File: config.mk
export PLATFORM = sky130hd
export DESIGN_NAME = set_cover_penalty_cost
export DESIGN_NICKNAME = d
export VERILOG_FILES = /design/src/hw/rtl/scpc_pkg.sv /design/src/hw/rtl/scpc_table.sv /design/src/hw/rtl/scpc_eval.sv /design/src/hw/rtl/set_cover_penalty_cost.sv
export VERILOG_INCLUDE_DIRS = /design/src /design/src/hw/rtl
export SDC_FILE = /design/constraint.sdc
export NUM_CORES = 1
export LEC_CHECK = 0
export BUFFER_PORTS_ARGS = -buffer_cell sky130_fd_sc_hd__buf_2
export CORE_MARGIN = 2
export CORE_UTILIZATION = 54
export DETAILED_ROUTE_END_ITERATION = 7
export PLACE_DENSITY = 0.73
export SETUP_SLACK_MARGIN = 0.2
export SLEW_MARGIN = 30
export SYNTH_ARGS = -nofsm -noshare
export SYNTH_HDL_FRONTEND = slang
export SYNTH_HIERARCHICAL = 1
export SYNTH_SLANG_ARGS = --single-unit
File: constraint.sdc
create_clock -name i_clk -period 3 [get_ports i_clk]
set_clock_uncertainty 0.05 [all_clocks]
set_input_delay 0.3 -clock i_clk [delete_from_list [all_inputs] [get_ports i_clk]]
set_output_delay 0.3 -clock i_clk [all_outputs]
set_load 0.02 [all_outputs]
File: src/hw/rtl/assert_macros.svh
// Assertion helpers for the RTL files that check their own behavior.
`ifndef ASSERT_MACROS_SVH
`define ASSERT_MACROS_SVH

// Property that must hold at every rising clock edge outside of reset.
`define ASSERT_CLK(label, clk, rst_n, prop, msg) \
    label: assert property (@(posedge clk) disable iff (!rst_n) prop) else $error(msg);

// Condition that must never be true at a rising clock edge outside of reset.
`define ASSERT_NEVER(label, clk, rst_n, cond, msg) \
    label: assert property (@(posedge clk) disable iff (!rst_n) !(cond)) else $error(msg);

`endif

File: src/hw/rtl/scpc_pkg.sv
package scpc_pkg;

    localparam int NUM_SITES     = 20;
    localparam int NUM_CUSTOMERS = 15;
    localparam int COST_BITS     = 8;

    // Fixed field widths of the request and result channels.
    localparam int OP_W        = 2;
    localparam int SITE_IDX_W  = 5;
    localparam int COST_IN_W   = 8;
    localparam int COV_IN_W    = 15;
    localparam int OPEN_BITS   = 20;
    localparam int TOTAL_W     = 14;
    localparam int COUNT_W     = 4;
    localparam int TOTAL_MAX   = 16383;
    localparam int COUNT_MAX   = 15;

    localparam int SITE_AW = (NUM_SITES > 1) ? $clog2(NUM_SITES) : 1;
    localparam int CNT_W   = $clog2(NUM_CUSTOMERS + 1);
    localparam int SUM_W   = $clog2(NUM_SITES * ((2 ** COST_BITS) - 1) + 1);
    localparam int PROD_W  = CNT_W + COST_BITS;
    localparam int TOT_W   = ((SUM_W > PROD_W) ? SUM_W : PROD_W) + 1;
    localparam int NCHUNK  = (NUM_CUSTOMERS + 7) / 8;
    localparam int COV_PAD = NCHUNK * 8;
    localparam int CHUNK_AW = (NCHUNK > 1) ? $clog2(NCHUNK) : 1;

    localparam logic [OP_W-1:0] OP_LOAD_COST = 2'd0;
    localparam logic [OP_W-1:0] OP_LOAD_COV  = 2'd1;
    localparam logic [OP_W-1:0] OP_EVAL      = 2'd2;

    typedef enum logic [2:0] {
        ST_IDLE,
        ST_SWEEP,
        ST_DRAIN,
        ST_COUNT,
        ST_MUL,
        ST_DONE
    } t_state;

    typedef struct packed {
        logic                     cost_en;
        logic                     cov_en;
        logic [SITE_AW-1:0]       addr;
        logic [COST_BITS-1:0]     cost;
        logic [NUM_CUSTOMERS-1:0] cov;
    } t_wr_req;

    typedef struct packed {
        logic               en;
        logic [SITE_AW-1:0] addr;
    } t_rd_req;

    typedef struct packed {
        logic [COST_BITS-1:0]     cost;
        logic [NUM_CUSTOMERS-1:0] cov;
    } t_rd_data;

    typedef struct packed {
        logic               valid;
        logic [TOTAL_W-1:0] total;
        logic [COUNT_W-1:0] count;
    } t_result;

    function automatic logic [3:0] popcnt8(input logic [7:0] v);
        logic [3:0] n;
        n = 4'd0;
        for (int i = 0; i < 8; i++) begin
            n = n + {3'd0, v[i]};
        end
        return n;
    endfunction

endpackage

File: src/hw/rtl/scpc_table.sv
module scpc_table (
    input  logic                i_clk,
    input  logic                i_rst_n,
    input  scpc_pkg::t_wr_req   i_wr,
    input  scpc_pkg::t_rd_req   i_rd,
    output scpc_pkg::t_rd_data  o_rd
);

    logic [scpc_pkg::COST_BITS-1:0]     cost_mem [scpc_pkg::NUM_SITES];
    logic [scpc_pkg::NUM_CUSTOMERS-1:0] cov_mem  [scpc_pkg::NUM_SITES];

    // Per-entry written flags; an entry never written reads as zero.
    logic [scpc_pkg::NUM_SITES-1:0] r_cost_vld;
    logic [scpc_pkg::NUM_SITES-1:0] r_cov_vld;

    logic [scpc_pkg::COST_BITS-1:0]     r_rd_cost;
    logic [scpc_pkg::NUM_CUSTOMERS-1:0] r_rd_cov;
    logic                               r_rd_cost_vld;
    logic                               r_rd_cov_vld;

    always_ff @(posedge i_clk) begin
        if (!i_rst_n) begin
            r_cost_vld <= '0;
            r_cov_vld  <= '0;
        end else begin
            if (i_wr.cost_en) begin
                r_cost_vld[i_wr.addr] <= 1'b1;
            end
            if (i_wr.cov_en) begin
                r_cov_vld[i_wr.addr] <= 1'b1;
            end
        end
    end

    always_ff @(posedge i_clk) begin
        if (i_wr.cost_en) begin
            cost_mem[i_wr.addr] <= i_wr.cost;
        end
        if (i_wr.cov_en) begin
            cov_mem[i_wr.addr] <= i_wr.cov;
        end
    end

    always_ff @(posedge i_clk) begin
        if (i_rd.en) begin
            r_rd_cost     <= cost_mem[i_rd.addr];
            r_rd_cov      <= cov_mem[i_rd.addr];
            r_rd_cost_vld <= r_cost_vld[i_rd.addr];
            r_rd_cov_vld  <= r_cov_vld[i_rd.addr];
        end
    end

    assign o_rd.cost = r_rd_cost_vld ? r_rd_cost : '0;
    assign o_rd.cov  = r_rd_cov_vld  ? r_rd_cov  : '0;

endmodule

File: src/hw/rtl/scpc_eval.sv
module scpc_eval (
    input  logic                              i_clk,
    input  logic                              i_rst_n,
    input  logic                              i_start,
    input  logic [scpc_pkg::OPEN_BITS-1:0]    i_open_mask,
    output logic                              o_busy,
    output scpc_pkg::t_rd_req                 o_rd,
    input  scpc_pkg::t_rd_data                i_rd,
    output scpc_pkg::t_result                 o_res,
    input  logic                              i_res_take
);

    scpc_pkg::t_state r_state;
    scpc_pkg::t_state n_state;

    logic [scpc_pkg::SITE_AW-1:0]   r_addr;
    logic [scpc_pkg::OPEN_BITS-1:0] r_open;
    logic                           r_pend;
    logic                           r_sel;
    logic [scpc_pkg::SUM_W-1:0]     r_sum;
    logic [scpc_pkg::COST_BITS-1:0] r_max;
    logic [scpc_pkg::COV_PAD-1:0]   r_cov;
    logic [scpc_pkg::CNT_W-1:0]     r_ones;
    logic [scpc_pkg::CHUNK_AW-1:0]  r_chunk;
    logic [scpc_pkg::CNT_W-1:0]     r_missing;
    logic [scpc_pkg::PROD_W-1:0]    r_prod;

    logic                           w_last_addr;
    logic                           w_last_chunk;
    logic [scpc_pkg::CNT_W-1:0]     w_missing;
    logic [scpc_pkg::TOT_W-1:0]     w_total;

    assign w_last_addr  = (r_addr == scpc_pkg::SITE_AW'(scpc_pkg::NUM_SITES - 1));
    assign w_last_chunk = (r_chunk == scpc_pkg::CHUNK_AW'(scpc_pkg::NCHUNK - 1));
    assign w_missing    = scpc_pkg::CNT_W'(scpc_pkg::NUM_CUSTOMERS) - r_ones;
    assign w_total      = scpc_pkg::TOT_W'(r_sum) + scpc_pkg::TOT_W'(r_prod);

    always_comb begin
        n_state = r_state;
        case (r_state)
            scpc_pkg::ST_IDLE: begin
                if (i_start) begin
                    n_state = scpc_pkg::ST_SWEEP;
                end
            end
            scpc_pkg::ST_SWEEP: begin
                if (w_last_addr) begin
                    n_state = scpc_pkg::ST_DRAIN;
                end
            end
            scpc_pkg::ST_DRAIN: begin
                n_state = scpc_pkg::ST_COUNT;
            end
            scpc_pkg::ST_COUNT: begin
                if (w_last_chunk) begin
                    n_state = scpc_pkg::ST_MUL;
                end
            end
            scpc_pkg::ST_MUL: begin
                n_state = scpc_pkg::ST_DONE;
            end
            scpc_pkg::ST_DONE: begin
                if (i_res_take) begin
                    n_state = scpc_pkg::ST_IDLE;
                end
            end
            default: begin
                n_state = scpc_pkg::ST_IDLE;
            end
        endcase
    end

    always_comb begin
        o_busy      = (r_state != scpc_pkg::ST_IDLE);
        o_rd.en     = (r_state == scpc_pkg::ST_SWEEP);
        o_rd.addr   = r_addr;
        o_res.valid = (r_state == scpc_pkg::ST_DONE);
        if (32'(w_total) > 32'(scpc_pkg::TOTAL_MAX)) begin
            o_res.total = scpc_pkg::TOTAL_W'(scpc_pkg::TOTAL_MAX);
        end else begin
            o_res.total = scpc_pkg::TOTAL_W'(w_total);
        end
        if (32'(r_missing) > 32'(scpc_pkg::COUNT_MAX)) begin
            o_res.count = scpc_pkg::COUNT_W'(scpc_pkg::COUNT_MAX);
        end else begin
            o_res.count = scpc_pkg::COUNT_W'(r_missing);
        end
    end

    always_ff @(posedge i_clk) begin
        if (!i_rst_n) begin
            r_state <= scpc_pkg::ST_IDLE;
            r_pend  <= 1'b0;
        end else begin
            r_state <= n_state;
            r_pend  <= (r_state == scpc_pkg::ST_SWEEP);
        end
    end

    always_ff @(posedge i_clk) begin
        case (r_state)
            scpc_pkg::ST_IDLE: begin
                r_addr  <= '0;
                r_open  <= i_open_mask;
                r_sum   <= '0;
                r_max   <= '0;
                r_cov   <= '0;
                r_ones  <= '0;
                r_chunk <= '0;
            end
            scpc_pkg::ST_SWEEP: begin
                r_addr <= r_addr + scpc_pkg::SITE_AW'(1);
                r_sel  <= r_open[0];
                r_open <= r_open >> 1;
            end
            scpc_pkg::ST_COUNT: begin
                r_ones  <= r_ones + scpc_pkg::CNT_W'(scpc_pkg::popcnt8(r_cov[7:0]));
                r_cov   <= r_cov >> 8;
                r_chunk <= r_chunk + scpc_pkg::CHUNK_AW'(1);
            end
            scpc_pkg::ST_MUL: begin
                r_missing <= w_missing;
                r_prod    <= scpc_pkg::PROD_W'(w_missing) * scpc_pkg::PROD_W'(r_max);
            end
            default: begin
            end
        endcase

        // Read data arrives in the cycle after the address; fold it in here.
        if (r_pend) begin
            if (i_rd.cost > r_max) begin
                r_max <= i_rd.cost;
            end
            if (r_sel) begin
                r_sum <= r_sum + scpc_pkg::SUM_W'(i_rd.cost);
                r_cov <= r_cov | scpc_pkg::COV_PAD'(i_rd.cov);
            end
        end
    end

endmodule

File: src/hw/rtl/set_cover_penalty_cost.sv
// Weighted set-cover penalty cost. The block holds an opening cost and a
// customer-coverage mask for each of NUM_SITES sites, both reading as zero
// until written after reset. A request with op 0 writes one site's cost, op 1
// writes one site's coverage mask; both return nothing, and writes to a site
// index beyond the table are dropped. A request with op 2 carries a mask of
// opened sites and returns one result: the sum of the opened sites' costs plus
// the number of customers that no opened site covers, times the largest cost
// anywhere in the cost table. Op 3 is dropped. An evaluation walks the tables
// one site per cycle through a memory with a registered read port, and holds
// the request channel closed through its sweep, drain, count and multiply steps
// and until its result is taken; the count of covered customers is taken eight
// bits per cycle. The result goes to an output register, so the next request is
// taken while a result waits to be read. Totals saturate at 16383.
`include "assert_macros.svh"

module set_cover_penalty_cost (
    input  logic                                i_clk,
    input  logic                                i_rst_n,
    input  logic                                i_in_valid,
    output logic                                o_in_ready,
    input  logic [scpc_pkg::OP_W-1:0]           i_op,
    input  logic [scpc_pkg::SITE_IDX_W-1:0]     i_site_index,
    input  logic [scpc_pkg::COST_IN_W-1:0]      i_site_cost,
    input  logic [scpc_pkg::COV_IN_W-1:0]       i_coverage_mask,
    input  logic [scpc_pkg::OPEN_BITS-1:0]      i_open_mask,
    output logic                                o_out_valid,
    input  logic                                i_out_ready,
    output logic [scpc_pkg::TOTAL_W-1:0]        o_total_cost,
    output logic [scpc_pkg::COUNT_W-1:0]        o_uncovered_count
);

    scpc_pkg::t_wr_req  w_wr;
    scpc_pkg::t_rd_req  w_rd;
    scpc_pkg::t_rd_data w_rd_data;
    scpc_pkg::t_result  w_res;

    logic        w_accept;
    logic        w_in_range;
    logic        w_busy;
    logic        w_take;
    logic [31:0] w_idx32;
    logic [31:0] w_cost32;
    logic [63:0] w_cov64;

    logic r_out_valid;
    logic [scpc_pkg::TOTAL_W-1:0] r_total;
    logic [scpc_pkg::COUNT_W-1:0] r_count;

    // The request channel is open whenever no evaluation is in flight.
    assign o_in_ready = !w_busy;
    assign w_accept   = i_in_valid && o_in_ready;

    // Load requests are decoded straight into a table write.
    assign w_idx32    = 32'(i_site_index);
    assign w_cost32   = 32'(i_site_cost);
    assign w_cov64    = 64'(i_coverage_mask);
    assign w_in_range = (w_idx32 < 32'(scpc_pkg::NUM_SITES));

    assign w_wr.cost_en = w_accept && w_in_range && (i_op == scpc_pkg::OP_LOAD_COST);
    assign w_wr.cov_en  = w_accept && w_in_range && (i_op == scpc_pkg::OP_LOAD_COV);
    assign w_wr.addr    = w_idx32[scpc_pkg::SITE_AW-1:0];
    assign w_wr.cost    = w_cost32[scpc_pkg::COST_BITS-1:0];
    assign w_wr.cov     = w_cov64[scpc_pkg::NUM_CUSTOMERS-1:0];

    scpc_table u_table (
        .i_clk   (i_clk),
        .i_rst_n (i_rst_n),
        .i_wr    (w_wr),
        .i_rd    (w_rd),
        .o_rd    (w_rd_data)
    );

    scpc_eval u_eval (
        .i_clk       (i_clk),
        .i_rst_n     (i_rst_n),
        .i_start     (w_accept && (i_op == scpc_pkg::OP_EVAL)),
        .i_open_mask (i_open_mask),
        .o_busy      (w_busy),
        .o_rd        (w_rd),
        .i_rd        (w_rd_data),
        .o_res       (w_res),
        .i_res_take  (w_take)
    );

    // The output register takes a new result when it is empty or being read.
    assign w_take = !r_out_valid || i_out_ready;

    always_ff @(posedge i_clk) begin
        if (!i_rst_n) begin
            r_out_valid <= 1'b0;
        end else if (w_take) begin
            r_out_valid <= w_res.valid;
        end
    end

    always_ff @(posedge i_clk) begin
        if (w_take && w_res.valid) begin
            r_total <= w_res.total;
            r_count <= w_res.count;
        end
    end

    assign o_out_valid       = r_out_valid;
    assign o_total_cost      = r_total;
    assign o_uncovered_count = r_count;

    // A finished result only exists while the request channel is closed.
    `ASSERT_NEVER(a_ready_while_result, i_clk, i_rst_n, o_in_ready && w_res.valid, "ready with result pending")
    // An accepted evaluation closes the request channel on the next cycle.
    `ASSERT_CLK(a_eval_busy, i_clk, i_rst_n, (w_accept && (i_op == scpc_pkg::OP_EVAL)) |=> !o_in_ready, "eval did not start")
    // The output register fills only from a finished evaluation.
    `ASSERT_CLK(a_out_source, i_clk, i_rst_n, $rose(o_out_valid) |-> $past(w_res.valid), "result without eval")
    // No more customers can be missing than exist.
    `ASSERT_CLK(a_count_range, i_clk, i_rst_n, o_out_valid |-> (32'(o_uncovered_count) <= 32'(scpc_pkg::NUM_CUSTOMERS)), "count out of range")

endmodule
==> run summary <==
The flow ran to the end, but the final reports show violations. The checks that failed: negative setup slack. The root cell of the clock tree is clkbuf_16. The post-synthesis async set-or-reset flop share was 0; the antenna violation net count after detailed routing was 0. The cell count of the worst reg-to-reg path is 11, and the required arrival time at the worst endpoint is 3.30 ns. TritonCTS built the clock tree.

The tools report the type of element launching the critical path as a register. The simple-gate area share of the yosys netlist is 0.0642, and the multiplexer fraction of the synthesized cell area is 0.109. The biggest fanout along the worst timing path is 4, and the power per unit of standard cell area is 594 nW/um^2.

In this run, placement finished with an instance count of 2341. For the post-synth net total, the log shows 1741. Dividing the detail-routed wire length by the instance count gives 23.4 um.

The depth of the CTS H-tree is 3, and the distinct cell type count of the synthesized netlist is 70. Derived from the worst setup path, the maximum achievable clock frequency is 307 MHz. The number of non-filler instances in the completed layout was 2496.

The buffers plus inverters on the worst setup path was 2; the maximum number of pins on one net before global-route repair was 63. At the later pin of the worst-skew pair, clock insertion delay measures 0.60 ns. The share of synthesized cell area in full adder, half adder and majority cells was 0.0382.

The clock net sink count was 632; the number of flops mapped to enable cells by yosys was 551. After floorplanning, the core was divided into 80 placement rows. For the minimum setup slack among reg-to-reg paths, the log shows -0.25 ns.

The switching part of the total power came out at 0.203. Among the stages of the critical path, the cell type that occurs most often is inv_2. Detailed routing inserted a total of 14940 vias. The CTS buffer count came out at 66. The most used flip-flop cell after synthesis is edfxtp_1. In the routed design, unresolved DRC markers number 0. The total routing usage reported by global routing is 0.237. The final routed wirelength across all metal layers was 58500 um. Summing every instance area after synthesis gives 26300 um^2. The tools report the power share of the clock group as 0.438. The worst setup path is captured at a register.

The post-synthesis sequential area ratio came out at 0.690. For the initial core utilization, the log shows 0.549. The complex-gate fraction of the synthesized area came out at 0.0659. By area the synthesized netlist is led by edfxtp_1 63%, mux4_2 8.5%, dfxtp_1 6.2%. The origin of the critical flop-to-flop path is u_eval/r_ones[1]$_SDFFCE_PN0P_. The global-route wire length before repair is 88900 um. The final layout contains 1954 nets. The analysis attributes to net switching a power of 3.70 mW.

In this run the critical register-to-register path is captured at u_eval/r_prod[11]$_DFFE_PP_. On the critical path, the stage with the largest delay is an instance of fa_2. The data arrival time of the critical path was 3.55 ns.

The internal power of the cells totals 14.5 mW. The run gives 1 as the number of antenna violations at the first check in global routing. For the number of standard cells after synthesis, the log shows 1618.

The area share of xor/xnor cells in the synthesized design came out at 0.00865. The placeable core area was 47900 um^2; the total global routing overflow was 0. The first detailed-routing pass took 5 iterations. The tool flagged a number of max-cap violations equal to 0.

The number of I/O port buffers was 73; the relative max-transition margin was 0.447. The relative area change from synthesis to final layout came out at 16.7%. Summed over all instances, the cell type with the most area after synthesis is edfxtp_1. After legalization and detailed placement, the total HPWL measured 35500 um. The buffer levels on the longest clock path is 3, and the die span in y is 225 um. The congestion estimate from routability-driven global placement came to 0.862. The worst-case hold path end point was u_table/cov_mem[13][14]$_DFFE_PP_. By startpoint and endpoint, the worst setup path is classified as register to register.

After synthesis, the largest family of logic cells by area is multiplexers. The tools report the overall power consumption as 18.2 mW. Setup repair after global routing could not meet its margin everywhere. The combinational power share is 0.034, and the number of synthesized register bits is 632. For the number of global-route vias before repair, the log shows 15152. The proportion of netlist area held by the largest area contributor is 0.629, and the number of failing setup endpoints in the final timing report is 8. The cell family with the largest share of critical-path delay is adder cells.

The number of vias per cell after detailed routing came out at 5.99. Traced cell by cell, the critical path runs through inv_2, nand2_1, fa_1, inv_2, fa_2, ha_4, a211oi_4, nor2_4, nand2b_4, a221o_1, xor2_1. The smallest clock period supported by the final layout is computed as 3.25 ns.

After clock tree synthesis, the clock-pin slew on the worst setup and hold paths is 0.06 ns. The first routing iteration left 1257 violations. For this design the static power due to leakage is 10.5 nW. Minimum setup slack in the final design: -0.255 ns. The share of the clock period used by the worst path was 1.08. The number of antenna diodes in the final layout is 0.

The depth of the worst hold-timing path works out to 1. In this run the most critical hold path is launched from i_coverage_mask[14]. The number of pins with negative max-slew slack in the final report is 0. During I/O placement, the number of pins put on the boundary was 74. In this design, the stage delay of the slowest critical-path cell is 0.59 ns.

The transition time at the pin with the least slew margin is 0.830 ns. The post-synthesis average cell area was 16.3 um^2; the horizontal die dimension was 225 um. IR analysis of the VDD net gives a maximum drop of 442 uV. The tools report the die area as 50500 um^2. Type of the tightest min-delay check: input port to register.

The logs give 0.528 for the share of total power in sequential cells and 0 for the number of failing hold endpoints at the final stage. During synthesis, Yosys emitted a total of 6 warnings. The fraction of final layout cells with drive strength greater than 1 came out at 0.256.
==> cell families after synthesis <==
logic type,Yosys count
flip-flops,632
buffers and inverters,130
XOR/XNOR,26
adder cells (fa/ha/maj),69
AND/OR/NAND/NOR,352
multiplexers,162
AO/OA/AOI/OAI,247
==> Yosys cell counts, drive strengths merged (3+ instances only) <==
cell type and n:
a211oi 35, a21o 9, a21oi 54, a221oi 3, a22oi 25, and2 30, and3 4, buf 39
clkbuf 33, dfxtp 81, edfxtp 551, fa 19, ha 50, inv 58, mux2 6, mux2i 57
mux4 99, nand2 104, nand2b 6, nand3 24, nand3b 4, nand4 4, nor2 109, nor2b 36
nor3 9, nor3b 3, nor4 4, o211ai 8, o21a 48, o21ai 20, o21bai 4, o22ai 23
o31ai 3, or3 6, or3b 3, or4 4, xnor2 15, xor2 11
==> stage by stage <==
stage               hold slack, ns  setup slack [ns]  TNS, ns  instance area, um^2   util
finish                      0.0593            -0.255   -0.920                30700  0.641
global route                0.0530            -0.329    -1.73                30700  0.641
CTS                         0.0273            -0.178   -0.569                30600  0.639
detailed placement           0.381            -0.326    -1.23                28000  0.585
global placement             0.388            -0.257   -0.726                28000  0.585
floorplan                    0.349            -0.161   -0.294                26400      -
==> worst max path at each step <==
stage,start,end,slack (ns),cells after the start
after floorplan,u_eval/r_ones[3]$_SDFFCE_PN0P_,u_eval/r_prod[11]$_DFFE_PP_,-0.16,12
after global placement,u_eval/r_ones[3]$_SDFFCE_PN0P_,u_eval/r_prod[11]$_DFFE_PP_,-0.26,11
after detailed placement,u_eval/r_ones[2]$_SDFFCE_PN0P_,u_eval/r_prod[11]$_DFFE_PP_,-0.33,11
after CTS,u_eval/r_ones[3]$_SDFFCE_PN0P_,u_eval/r_prod[11]$_DFFE_PP_,-0.18,11
after global routing,u_eval/r_ones[2]$_SDFFCE_PN0P_,u_eval/r_prod[11]$_DFFE_PP_,-0.33,11
final,u_eval/r_ones[1]$_SDFFCE_PN0P_,u_eval/r_prod[11]$_DFFE_PP_,-0.25,11
==> registers in the layout (all words and copies together), names as in the netlist, 8 cells and up <==
signal / flops
u_table/cov_mem: 300
u_table/cost_mem: 160
u_eval/r_open: 20
u_table/r_cost_vld: 20
u_table/r_cov_vld: 20
u_eval/r_cov: 16
u_table/r_rd_cov: 15
o_total_cost: 14
u_eval/r_sum: 13
u_eval/r_prod: 12
u_eval/r_max: 8
u_table/r_rd_cost: 8
==> cells in the final DEF (no fill, tap or decap), types with 7 or more instances in the layout <==
cell type and count:
a21o_1 9, nor2_1 76, dlygate4sd3_1 20, fa_1 15
xnor2_1 15, buf_4 108, o21ai_0 14, clkinv_2 10
o21a_1 48, nor2b_1 34, mux4_2 99, a22oi_1 25
clkinv_1 8, nand3_1 23, and2_1 28, inv_2 7
ha_1 43, xor2_1 11, buf_12 8, o211ai_1 7
nor2_2 31, clkbuf_1 16, ha_4 7, mux2i_1 57
nand2_1 102, dfxtp_1 80, a211oi_1 33, clkbuf_16 70
buf_2 73, o22ai_1 22, inv_1 49, a21oi_1 51
nor3_1 8, edfxtp_1 551, buf_6 8
==> power by group through the flow <==
stage          Combinational (mW)  Sequential [mW]  Clock (mW)
2_1_floorplan               0.347             9.80           0
3_3_place_gp                0.552             9.81           0
3_5_place_dp                0.575             9.81           0
4_1_cts                     0.616             9.62        8.14
5_1_grt                     0.676             9.62        8.48
6_report                    0.618             9.62        7.99
==> repair_timing <==
item | CTS | global route
hold buffers | 20 | 0
cloned | 0 | 0
resized for setup | 37 | 12
endpoints found under the setup margin | 11 | 23
pin swaps | 29 | 10
hold endpoints to repair | 20 | 0
buffers inserted | 14 | 3
==> metal layers <==
layer,vias up,GRT usage,share of wire
met2,534,0.390,0.49
met1,7614,0.322,0.42
li1,6677,-,-
met5,-,0,0.00021
met3,113,0.0414,0.064
met4,2,0.0829,0.028
==> cell type report <==
class	count	area, um^2
clock buffers	87	1830
clock inverters	31	305
fillers	3259	17200
inverters	58	220
multi-input cells	856	7800
flip-flops and latches	632	18200
well taps	615	769
repair buffers	217	1630
Power figures use the tool's default switching activity.
